### src/hdl/fpa_pkg.sv
// ----------------------------------------------------------------------------
// fpa_pkg: shared types and constants for the fixed-point ALU
// Command codes, payload structs and the per-stage record of the divide chain.
// ----------------------------------------------------------------------------
package fpa_pkg;

    localparam int FracBits = 8;
    localparam int DataW    = 32;
    localparam int NumW     = DataW + FracBits;   // dividend width
    localparam int Stages   = NumW;               // one quotient bit per cell

    localparam logic [3:0] CMD_ADD  = 4'd0;
    localparam logic [3:0] CMD_SUB  = 4'd1;
    localparam logic [3:0] CMD_MUL  = 4'd2;
    localparam logic [3:0] CMD_DIV  = 4'd3;
    localparam logic [3:0] CMD_GT   = 4'd4;
    localparam logic [3:0] CMD_LT   = 4'd5;
    localparam logic [3:0] CMD_GE   = 4'd6;
    localparam logic [3:0] CMD_LE   = 4'd7;
    localparam logic [3:0] CMD_EQ   = 4'd8;
    localparam logic [3:0] CMD_NE   = 4'd9;
    localparam logic [3:0] CMD_MIN  = 4'd10;
    localparam logic [3:0] CMD_MAX  = 4'd11;
    localparam logic [3:0] CMD_INC  = 4'd12;
    localparam logic [3:0] CMD_DEC  = 4'd13;
    localparam logic [3:0] CMD_FINT = 4'd14;
    localparam logic [3:0] CMD_TINT = 4'd15;

    typedef struct packed {
        logic        [3:0]       command;
        logic signed [DataW-1:0] operand_a;
        logic signed [DataW-1:0] operand_b;
    } t_in_beat;

    typedef struct packed {
        logic signed [DataW-1:0] result;
        logic                    truth;
        logic                    divide_by_zero;
    } t_out_beat;

    // Record handed from cell to cell.
    typedef struct packed {
        logic                    vld;
        logic                    is_div;
        logic                    neg;       // quotient sign
        logic                    dz;
        logic        [DataW-1:0] res;       // finished result for non-divide
        logic                    truth;
        logic        [DataW-1:0] div;       // |b|
        logic        [DataW:0]   rem;       // partial remainder
        logic        [NumW-1:0]  num;       // dividend, shifted left, quotient in low bits
    } t_cell;

endpackage

### src/hdl/fpa_cell.sv
// ----------------------------------------------------------------------------
// fpa_cell: one restoring-divide step
// Shifts one dividend bit into the remainder and sets one quotient bit.
// ----------------------------------------------------------------------------
module fpa_cell (
    input  logic           i_clk,
    input  logic           i_rst_n,
    input  logic           i_en,
    input  fpa_pkg::t_cell i_cell,
    output fpa_pkg::t_cell o_cell
);
    import fpa_pkg::*;

    logic [DataW:0]   shifted;
    logic [DataW+1:0] diff;
    t_cell            n_cell, r_cell;

    assign shifted = {i_cell.rem[DataW-1:0], i_cell.num[NumW-1]};
    assign diff    = {1'b0, shifted} - {2'b00, i_cell.div};

    always_comb begin
        n_cell = i_cell;
        if (i_cell.is_div) begin
            n_cell.rem = diff[DataW+1] ? shifted : diff[DataW:0];
            n_cell.num = {i_cell.num[NumW-2:0], ~diff[DataW+1]};
        end
    end

    always_ff @(posedge i_clk) begin
        if (!i_rst_n) begin
            r_cell.vld <= 1'b0;
        end else if (i_en) begin
            r_cell <= n_cell;
        end
    end

    assign o_cell = r_cell;

endmodule

### config.mk
export PLATFORM = sky130hd
export DESIGN_NAME = fpa_cell
export DESIGN_NICKNAME = d
export VERILOG_FILES = /design/src/hdl/fpa_pkg.sv /design/src/hdl/fpa_cell.sv
export SDC_FILE = /design/constraint.sdc
export NUM_CORES = 1
export LEC_CHECK = 0
export BUFFER_PORTS_ARGS = -buffer_cell sky130_fd_sc_hd__buf_2
export CAP_MARGIN = 5
export CORE_AREA = 2 2 104 156
export DETAILED_ROUTE_END_ITERATION = 7
export DIE_AREA = 0 0 106 158
export PLACE_DENSITY = 0.87
export RECOVER_POWER = 25
export SETUP_SLACK_MARGIN = 0.02
export SYNTH_ARGS = -nofsm -noshare
export SYNTH_HDL_FRONTEND = slang
export SYNTH_SLANG_ARGS = --single-unit
### constraint.sdc
create_clock -name i_clk -period 4.5 [get_ports i_clk]
set_clock_uncertainty 0.05 [all_clocks]
set_input_delay 0.225 -clock i_clk [delete_from_list [all_inputs] [get_ports i_clk]]
set_output_delay 0.225 -clock i_clk [all_outputs]
set_load 0.01 [all_outputs]
# Word-level counts from Yosys, hierarchy flattened
# Index checks and enable logic that the tools add are counted.
# op_classes
add_sub_neg	1
muxes	2
n_bitwise	1
n_reduce_logical	1
# ops
operator	n
73-bit 2-to-1 mux	1
33-bit by 32-bit subtractor with 34-bit output	1
33-bit 2-to-1 mux	1
2-bit AND reduction	1
1-bit NOT	1
# totals
regBits	142
input_bits	145
out_inout_bits	142
wordCells	14

# Depth between registers and ports, before layout
# logic_depth
word_depth	3
mapped_depth	12
depth_no_buf	11

# Worst setup path after synthesis
# Ideal clock, no wire load.
# synth_timing
kind	input to register
start	in i_en
end	reg r_cell, in the netlist o_cell[0], enable pin
setup_ps	517
arrival_ps	3448
slack_ps	486
cell_stages	1
cell_sequence	and2_1
# synth_via
elab_chain_len	1
# synth_lines
element	line	source
start: declaration	fpa_cell.sv:8	input logic i_en,
2-bit AND reduction (no source line)	-	
end signal: assignment	fpa_cell.sv:33	r_cell <= n_cell;
end: declaration	fpa_cell.sv:16	t_cell n_cell, r_cell;
# No other way between the ends.
# A chain may end at the register's enable or synchronous reset.

==> impl_results.md <==
* Outcome: finished with violations
* Failing checks: capacitance limit, slew limit
* Initial core utilization at 49.0%
* Maximum vdd drop at 0.205 mV
* Synth Instances at 644
* Count leader, synth: edfxtp_1
* Netlist cell types at 62
* Detailed placer's ending HPWL at 16300 um
* # rows at 56
* Post-synth top flop: edfxtp_1
* Drt total wl at 22700 um
* # clock sinks at 142
* Final Hold Viols at 0
* Fill count at 1180
* Fmax achieved at 0.267 GHz
* Drt drc at 0
* Setup-failing EPs final at 0
* Hold Path Class: primary input to register
* Fin crit period at 3.74 ns
* Routed Antenna Nets at 0
* GR Overflow Total at 0
* Clock tree buffer depth at 2
* Async set or reset register ratio after synthesis at 0%
* Placer Congestion at 0.968
* Post-synth top area share at 55.8%
* Setup TNS Final at 0 ns
* Yosys Warn Count at 0
* Drt initial violations at 572
* Max-cap violations at 1
* Reg2Reg Setup Slack at 3.87 ns
* Lkg Pwr at 4.35 nW
* Power Density at 361 mW/mm2
* Area grow syn2layout at 36.5%
* Cell area after synthesis at 0.00758 mm2
* Crit. Startpoint: i_cell[74]
* CP startpoint kind: primary input
* Skew-Pair Late Insertion Delay at 0.41 ns
* Die height at 158 um
* Min-delay src: i_rst_n
* Max reg flops at 142
* Post-synth EDFFs at 141
* Final net count at 1166
* CTS resizes at 0
* TritonCTS clock tree: done
* Initial antenna violation count at 1
* Syn_nets at 822
* Total GRT Usage at 26.3%
* Setup CP Type: primary input to register
* Reg2reg end: o_cell[141]
* Die area at 0.0167 mm2
* H-tree depth at 4
* Clock root buffer: clkbuf_16
* Worst hold stages at 2
* I/O pin count at 287
* Top cells by area, synth: edfxtp_1, mux2_2, ha_1, o21ai_0, a31oi_1
* CP Max Fanout at 21
* Util after Layout at 66.8%
* Drt first pass iters at 7
* Min-Delay Endpoint: o_cell[141]
* Pins Over Slew Limit at 77
* RSZ-0062 raised after global routing: no
* Core area at 0.0155 mm2
* Final Cycle Share at 83.2%
* Part of the Yosys area used for sequential elements at 56.1%
* Required @ worst endpoint at 4.66 ns
* Post-synth top cells: edfxtp_1, o21ai_0, inv_1, nor2_1, mux2_2
* Largest net degree at the start of global routing at 94
* Worst slew margin at -127%
* First-pass GRT wire length at 33900 um
* Mapped Avg Cell Area at 11.8 um2
* Reg2Reg Depth at 2
* Crit end category: register
* Via Count at 6748
* Reg2reg start: o_cell[141]
* Num CTS Buffers at 17
* Hold WS at 0.0104 ns
* Leading area contributor after synthesis: edfxtp_1
* Flops & latches, synth at 142
* WP data arrival at 3.90 ns
* Ratio of cells with drive above 1 in the final layout at 33.0%
* Vias per cell at 5.60
* Mean routed wirelength per cell at 18.8 um
* # port buffers at 286
* Worst Tran Pin Value at 3.41 ns
* Vias in the first global route at 6629
* Die W at 106 um
* CTS clock-pin slew for the worst setup and hold paths at 0.07 ns
-- routing by layer --
| layer | track usage [%] | wire length [um] | part of all wire (%) |
|---|---|---|---|
| met3 | 4.28 | 1410 | 6.2 |
| met2 | 50.0 | 12300 | 54 |
| met4 | 11.8 | 843 | 3.7 |
| met1 | 28.4 | 8100 | 36 |
| met5 | 0 | 0 | 0 |
-- kinds of logic after synthesis --
logic type      count (synthesis)  share of synthesized area, %
compound gates                176                          15.3
simple gates                  153                          9.96
flops                         142                          56.1
buf+inv                        73                          4.06
mux                            40                          5.91
fa+ha+maj                      33                          5.54
xor+xnor                       27                          3.12
-- how the worst max path moves through the flow --
stage                 endpoint  cells after the start
finish              o_cell[51]                     13
floorplan            o_cell[0]                      1
detailed placement  o_cell[61]                     12
global route        o_cell[51]                     13
global placement    o_cell[69]                     11
CTS                 o_cell[49]                     13
-- cells in the final DEF, fill, tap and decap left out, types with 4 or more instances in the layout --
cell type / count
a211oi_1: 7
a21o_1: 19
a21oi_1: 35
a31oi_1: 29
a41oi_1: 6
and2_1: 4
and3_1: 7
buf_2: 242
clkbuf_1: 43
clkbuf_16: 17
dlygate4sd3_1: 67
edfxtp_1: 141
ha_1: 32
inv_1: 41
inv_6: 5
inv_8: 4
mux2_2: 38
nand2_1: 28
nand2b_1: 8
nand3_1: 32
nand4_1: 5
nor2_1: 40
nor2b_1: 9
nor3_1: 4
o2111ai_1: 4
o211ai_1: 4
o21a_1: 5
o21ai_0: 43
xnor2_1: 14
xor2_1: 13
-- critical path: stages --
cell and delay (ns):
dlygate4sd3_1 0.55, clkbuf_1 0.18, inv_1 0.07, ha_1 0.27
nor2b_1 0.16, o31a_1 0.29, o2111ai_1 0.36, a21o_2 0.22
a21oi_4 0.08, a311oi_4 0.62, buf_4 0.40, nand3_1 0.12
a31oi_1 0.34
-- final cells by class --
type                            count  area (um2)  area share (%)
Clock buffer                       17         425            4.11
Antenna cell                        1        2.50          0.0242
Multi-Input combinational cell    429        3030            29.3
Sequential cell                   142        4250            41.1
Tap cell                          203         254            2.45
Clock inverter                     15         143            1.38
Timing Repair Buffer              357        2090            20.2
Inverter                           41         154            1.49
-- per-stage QoR --
stage | total power, mW | cells | worst slack, ns | cell area [um2]
finish | 3.73 | 1205 | 0.758 | 10400
global route | 3.86 | 1205 | 0.604 | 10400
CTS | 3.73 | 1204 | 1.07 | 10400
detailed placement | 2.34 | 1105 | 1.22 | 9170
global placement | 2.32 | 1105 | 1.30 | 9170
floorplan | 2.08 | 644 | 0.486 | 7580
-- where the power goes --
part / switching [mW] / internal [mW]
Combinational: 0.439 / 0.332
Sequential: 0.0276 / 1.58
Clock: 0.624 / 0.734
Total: 1.09 / 2.64
-- repair_timing --
action | in CTS | in global routing
hold buffers | 67 | 0
setup buffers | 0 | 0
endpoints found under the hold margin | 67 | 0
Note: power is estimated with default switching activity, not from simulation.
