--- config.mk ---
export PLATFORM = sky130hd
export DESIGN_NAME = fpa_front
export DESIGN_NICKNAME = d
export VERILOG_FILES = /design/src/hdl/fpa_pkg.sv /design/src/hdl/fpa_front.sv
export SDC_FILE = /design/constraint.sdc
export NUM_CORES = 2
export LEC_CHECK = 0
export ABC_CLOCK_PERIOD_IN_PS = 7800
export BUFFER_PORTS_ARGS = -buffer_cell sky130_fd_sc_hd__buf_2
export CAP_MARGIN = 20
export CORE_ASPECT_RATIO = 1.75
export CORE_MARGIN = 4
export CORE_UTILIZATION = 55
export DETAILED_ROUTE_END_ITERATION = 10
export PLACE_DENSITY = 0.85
export SYNTH_ARGS = -nofsm -noshare
export SYNTH_HDL_FRONTEND = slang
export SYNTH_SLANG_ARGS = --single-unit
--- constraint.sdc ---
create_clock -name i_clk -period 7.8 [get_ports i_clk]
set_clock_uncertainty 0.1 [all_clocks]
set_input_delay 0.78 -clock i_clk [delete_from_list [all_inputs] [get_ports i_clk]]
set_output_delay 0.78 -clock i_clk [all_outputs]
set_load 0.1 [all_outputs]
--- src/hdl/fpa_pkg.sv ---
// ----------------------------------------------------------------------------
// fpa_pkg: shared types and constants for the fixed-point ALU
// Command codes, payload structs and the per-stage record of the divide chain.
// ----------------------------------------------------------------------------
package fpa_pkg;

    localparam int FracBits = 8;
    localparam int DataW    = 32;
    localparam int NumW     = DataW + FracBits;   // dividend width
    localparam int Stages   = NumW;               // one quotient bit per cell

    localparam logic [3:0] CMD_ADD  = 4'd0;
    localparam logic [3:0] CMD_SUB  = 4'd1;
    localparam logic [3:0] CMD_MUL  = 4'd2;
    localparam logic [3:0] CMD_DIV  = 4'd3;
    localparam logic [3:0] CMD_GT   = 4'd4;
    localparam logic [3:0] CMD_LT   = 4'd5;
    localparam logic [3:0] CMD_GE   = 4'd6;
    localparam logic [3:0] CMD_LE   = 4'd7;
    localparam logic [3:0] CMD_EQ   = 4'd8;
    localparam logic [3:0] CMD_NE   = 4'd9;
    localparam logic [3:0] CMD_MIN  = 4'd10;
    localparam logic [3:0] CMD_MAX  = 4'd11;
    localparam logic [3:0] CMD_INC  = 4'd12;
    localparam logic [3:0] CMD_DEC  = 4'd13;
    localparam logic [3:0] CMD_FINT = 4'd14;
    localparam logic [3:0] CMD_TINT = 4'd15;

    typedef struct packed {
        logic        [3:0]       command;
        logic signed [DataW-1:0] operand_a;
        logic signed [DataW-1:0] operand_b;
    } t_in_beat;

    typedef struct packed {
        logic signed [DataW-1:0] result;
        logic                    truth;
        logic                    divide_by_zero;
    } t_out_beat;

    // Record handed from cell to cell.
    typedef struct packed {
        logic                    vld;
        logic                    is_div;
        logic                    neg;       // quotient sign
        logic                    dz;
        logic        [DataW-1:0] res;       // finished result for non-divide
        logic                    truth;
        logic        [DataW-1:0] div;       // |b|
        logic        [DataW:0]   rem;       // partial remainder
        logic        [NumW-1:0]  num;       // dividend, shifted left, quotient in low bits
    } t_cell;

endpackage

--- src/hdl/fpa_front.sv ---
// ----------------------------------------------------------------------------
// fpa_front: first cell, decode and the non-divide operations
// Computes every non-divide result and prepares the divide operands.
// ----------------------------------------------------------------------------
module fpa_front (
    input  logic             i_clk,
    input  logic             i_rst_n,
    input  logic             i_en,
    input  logic             i_vld,
    input  fpa_pkg::t_in_beat i_beat,
    output fpa_pkg::t_cell   o_cell
);
    import fpa_pkg::*;

    logic signed [DataW-1:0]   a, b;
    logic signed [2*DataW-1:0] prod;
    logic signed [2*DataW-1:0] prod_sh;
    logic        [DataW-1:0]   abs_a, abs_b;
    t_cell                     n_cell, r_cell;

    assign a = i_beat.operand_a;
    assign b = i_beat.operand_b;
    assign prod    = a * b;
    assign prod_sh = prod >>> FracBits;
    assign abs_a   = a[DataW-1] ? (~a + 1'b1) : a;
    assign abs_b   = b[DataW-1] ? (~b + 1'b1) : b;

    always_comb begin
        n_cell        = '0;
        n_cell.vld    = i_vld;
        n_cell.div    = abs_b;
        n_cell.num    = {abs_a, {FracBits{1'b0}}};
        n_cell.neg    = a[DataW-1] ^ b[DataW-1];
        unique case (i_beat.command)
            CMD_ADD:  n_cell.res = a + b;
            CMD_SUB:  n_cell.res = a - b;
            CMD_MUL:  n_cell.res = prod_sh[DataW-1:0];
            CMD_DIV: begin
                n_cell.is_div = (b != '0);
                n_cell.dz     = (b == '0);
            end
            CMD_GT:   n_cell.truth = a > b;
            CMD_LT:   n_cell.truth = a < b;
            CMD_GE:   n_cell.truth = a >= b;
            CMD_LE:   n_cell.truth = a <= b;
            CMD_EQ:   n_cell.truth = a == b;
            CMD_NE:   n_cell.truth = a != b;
            CMD_MIN:  n_cell.res = (a < b) ? a : b;
            CMD_MAX:  n_cell.res = (a > b) ? a : b;
            CMD_INC:  n_cell.res = a + 1'b1;
            CMD_DEC:  n_cell.res = a - 1'b1;
            CMD_FINT: n_cell.res = a << FracBits;
            CMD_TINT: n_cell.res = a >>> FracBits;
            default:  n_cell.res = '0;
        endcase
    end

    always_ff @(posedge i_clk) begin
        if (!i_rst_n) begin
            r_cell.vld <= 1'b0;
        end else if (i_en) begin
            r_cell <= n_cell;
        end
    end

    assign o_cell = r_cell;

endmodule

# Word-level counts from Yosys, hierarchy flattened
# Cells that the tools add are included.
op_classes:
  addsub: 6
  multipliers: 1
  magnitude_cmp: 4
  n_eq_ne: 17
  muxes: 6
  bitwise_logic: 3
  reduce_logical: 4
ops:
  columns: ["operator", "n"]
  rows:
  - ["$pmux 32 s9", 1]
  - ["$add 32x1->32 const B", 3]
  - ["$mux 32", 2]
  - ["$not 32->32", 2]
  - ["$mux 31", 2]
  - ["$mul 32x32->40", 1]
  - ["$add 32x32->32", 1]
  - ["$eq 32x32->1", 1]
  - ["$eq 4x4->1 const B", 8]
  - ["$ge 32x32->1", 1]
  - ["$gt 32x32->1", 1]
  - ["$le 32x32->1", 1]
  - ["$logic_not 32->1", 1]
  - ["$lt 32x32->1", 1]
  - ["$ne 32x32->1", 1]
  - ["$reduce_bool 32->1", 1]
  - ["$sub 32x1->32 const B", 1]
  - ["$sub 32x32->32", 1]
  - ["$eq 4x3->1 const B", 4]
  - ["$eq 4x2->1 const B", 2]
  - ["$pmux 1 s6", 1]
  - ["$eq 4x1->1 const B", 1]
  - ["$logic_not 4->1", 1]
  - ["$reduce_and 2->1", 1]
  - ["$xor 1x1->1", 1]
totals:
  regBits: 101
  input_bits: 72
  elab_cells: 51

# Longest topological paths before layout
depth:
  word_depth: 3
  mapped_depth: 28
  ltp_nobuf: 26

# Worst setup path after synthesis
# OpenSTA, ideal clock, no wires.
synth_timing:
  path_kind: "in2reg"
  from: "in i_beat[43] (netlist bit)"
  to: "reg r_cell, in the netlist o_cell[136], data pin"
  setup_time_ps: 259
  arrival_time_ps: 7687
  slack_ps: -246
  cell_stages: 28
  n_path_buf: 3
  path_cell_list: "clkbuf_1 -> clkbuf_1 -> clkbuf_1 -> nand2_1 -> fa_1 -> fa_1 -> inv_1 -> fa_1 -> inv_1 -> fa_1 -> inv_1 -> ha_1 -> ha_1 -> fa_1 -> inv_1 -> fa_1 -> inv_1 -> ha_1 -> nand2_1 -> a2bb2oi_1 -> o211ai_1 -> o311ai_0 -> a41oi_1 -> a31o_2 -> a21oi_1 -> mux2i_1 -> nand4b_1 -> a211o_1"
synth_rtl:
  columns: ["item", "line_no", "text"]
  rows:
  - ["start: declaration", "fpa_front.sv:10", "input fpa_pkg::t_in_beat i_beat,"]
  - ["end signal: assignment", "fpa_front.sv:62", "r_cell <= n_cell;"]
  - ["end: declaration", "fpa_front.sv:19", "t_cell n_cell, r_cell;"]

==> run_results.csv <==
group,metric,value,unit
cells_and_area,fin_nets,5112,
synthesis,synth_top_cell_by_area,"fa_1",
floorplan,row_count,120,
sta,slew_headroom,0.174,
synthesis,synth_cells,3798,
critical_path,cpPeakStageDelay,560,ps
synthesis,yosys_warnings,0,
synthesis,synth_ff_type,"edfxtp_1",
clocking,h-tree-depth,3,
cells_and_area,seq_area,0.00302,mm^2
floorplan,dieArea,0.0658,mm^2
global_routing,grt_first_pass_wirelength,206,mm
floorplan,io_pins,214,
hold_path,min_from,"o_cell[141]$_SDFFE_PN0P_",
placement,gp_congestion,1.11,
critical_path,r2r-start,"o_cell[141]$_SDFFE_PN0P_",
hold_path,hold_class,"reg -> reg",
clocking,cts_tree,"done",
synthesis,yosysSeqAreaShare,0.0892,
placement,dpl-instance-area,0.0377,mm^2
sta,timing.final.crit_share,1.01,
synthesis,synth_edf_count,100,
critical_path,critPathLaunchType,"primary input",
clocking,path_clk_slew,90,ps
critical_path,cp_slowest_cell,"fa_1",
synthesis,yosys.cell_count.top_type,"inv_1",
global_routing,antenna_found_initial,11,
cells_and_area,largest_reg_flops,101,
sta,finalHoldViolations,0,
drt,drtIter0Drc,3210,
synthesis,async_reset_ff_frac,0,
critical_path,cp_max_fo,9,
floorplan,initial_utilization,0.555,
clocking,clkLatencyLatePin,420,ps
status,violations,"negative setup slack",
global_routing,first_global_vias,33085,
sta,fmax,127,MHz
placement,portBuffers,172,
clocking,root_buffer,"clkbuf_16",
cells_and_area,multi_input_area,0.0276,mm^2
critical_path,path_buf_inv,10,
synthesis,netlist_area,0.0339,mm^2
drt,vias,30869,
floorplan,coreArea,0.0611,mm^2
drt,via_per_inst,6.24,
sta,worst_slack,-79.3,ps
placement,dp_hpwl,115,mm
global_routing,grt-ovfl-total,0,
drt,drt_pass1_iterations,8,
cells_and_area,postLayoutCoreUtil,0.636,
global_routing,grt_usage,0.431,
clocking,numCtsBuffers,9,
drt,drc_errors,0,
critical_path,critPathArrivalTime,7910,ps
cells_and_area,design_area,0.0389,mm^2
synthesis,yosysTopAreaCellShare,0.381,
clocking,clock_path_buffers,2,
sta,worst_slew_pin_slew,1230,ps
sta,setup_viol,3,
synthesis,syn_area_per_cell,8.92,um^2
cells_and_area,drive_gt1_frac,0.171,
cells_and_area,fill_cells,5005,
clocking,cts_sinks,101,
synthesis,synth_cell_types,87,
synthesis,netlist_top_cells_count,"711 x inv_1, 645 x fa_1, 407 x and2_1",
cells_and_area,area_growth,14.7,%
sta,grt_setup_unrepaired,"yes",
critical_path,endpoint_kind,"flop",
job,max_cap_viol_count,0,
critical_path,crit_top_cell,"fa_1",
status,status,"finished with violations",
drt,ant_nets,0,
critical_path,cpLargestDelayFamily,"adder cells",
synthesis,ys_ff_latch,101,
drt,wire_per_inst,28.7,um
sta,slew_violations,0,
floorplan,die_w,196,um
critical_path,worstSetupPathType,"in -> reg",
critical_path,startpoint,"i_beat[2]",
synthesis,synth_top_cells_by_area,"fa_1 38%, ha_1 9.2%, edfxtp_1 8.9%",
sta,period_minus_slack,7880,ps
critical_path,required,7830,ps
floorplan,die_height,336,um
global_routing,grt_start_max_net_pins,65,
drt,drt_wl_total,142,mm
critical_path,r2r_slack,7110,ps
[worst register-to-register path, stage by stage (launching register included)]
cell and delay (ps):
dfxtp_1 320, mux2i_1 120, nor2b_1 60
[timing repair]
action,CTS,global route
pin swaps,24,52
gates cloned,0,1
hold buffers,0,0
setup endpoints to repair,13,25
gates resized for setup,60,141
buffers inserted,1,12
[per-layer routing]
metal	track usage	share of wire	vias up	routed length, um
met3	0.107	0.093	1092	13200
met1	0.411	0.28	15084	40300
met4	0.478	0.15	4	21800
li1	-	-	12489	-
met2	0.711	0.47	2200	66900
met5	0	0.00016	-	23
[worst paths after layout]
path,to,depth (start not counted)
hold reg to reg,o_cell[141]$_SDFFE_PN0P_,2
setup / recovery,o_cell[125]$_DFFE_PP_,29
setup reg to reg,o_cell[141]$_SDFFE_PN0P_,2
hold / removal,o_cell[141]$_SDFFE_PN0P_,2
[through the flow]
step | hold WS, ps | setup WS (ps) | TNS (ps) | std cells
2_1_floorplan | 779 | 9.68 | 0 | 3838
3_3_place_gp | 399 | -801 | -9390 | 4912
3_5_place_dp | 422 | -928 | -11750 | 4913
4_1_cts | 438 | -6.70 | -6.70 | 4929
5_1_grt | 474 | -294 | -822 | 4943
6_report | 434 | -79.3 | -187 | 4948
[cell type report]
class	instances	area share
Multi-Input combinational cell	2751	0.710
Timing Repair Buffer	562	0.109
Sequential cell	101	0.0778
Inverter	720	0.0697
Tap cell	793	0.0255
Clock buffer	9	0.00580
Clock inverter	6	0.00145
Antenna cell	6	0.000386
[logic make-up after synthesis]
logic type      Yosys count  synth area share
mux                      12           0.00373
simple gates           1126             0.171
other cells               1          0.000111
xor+xnor                192            0.0500
fa+ha+maj               895             0.473
flops                   101            0.0892
compound gates          485            0.0980
buf+inv                 986             0.115
[cell usage in the layout, fill, tap and decap left out, drive strengths merged, types with 20 or more instances in the layout]
| master | count |
|---|---|
| nor2b | 20 |
| and2 | 407 |
| or3 | 21 |
| nor3 | 45 |
| nand4 | 28 |
| buf | 554 |
| o31ai | 23 |
| inv | 718 |
| edfxtp | 100 |
| nand2b | 28 |
| xor2 | 45 |
| a211oi | 20 |
| nand3 | 23 |
| a21o | 27 |
| o21ai | 103 |
| conb | 41 |
| fa | 645 |
| a221oi | 21 |
| nand2 | 377 |
| a21oi | 109 |
| o211ai | 24 |
| nor2 | 122 |
| xnor2 | 146 |
| ha | 250 |
Power is not shown: default switching activity piles up to over one toggle a cycle in this logic, so the estimate is an artifact.
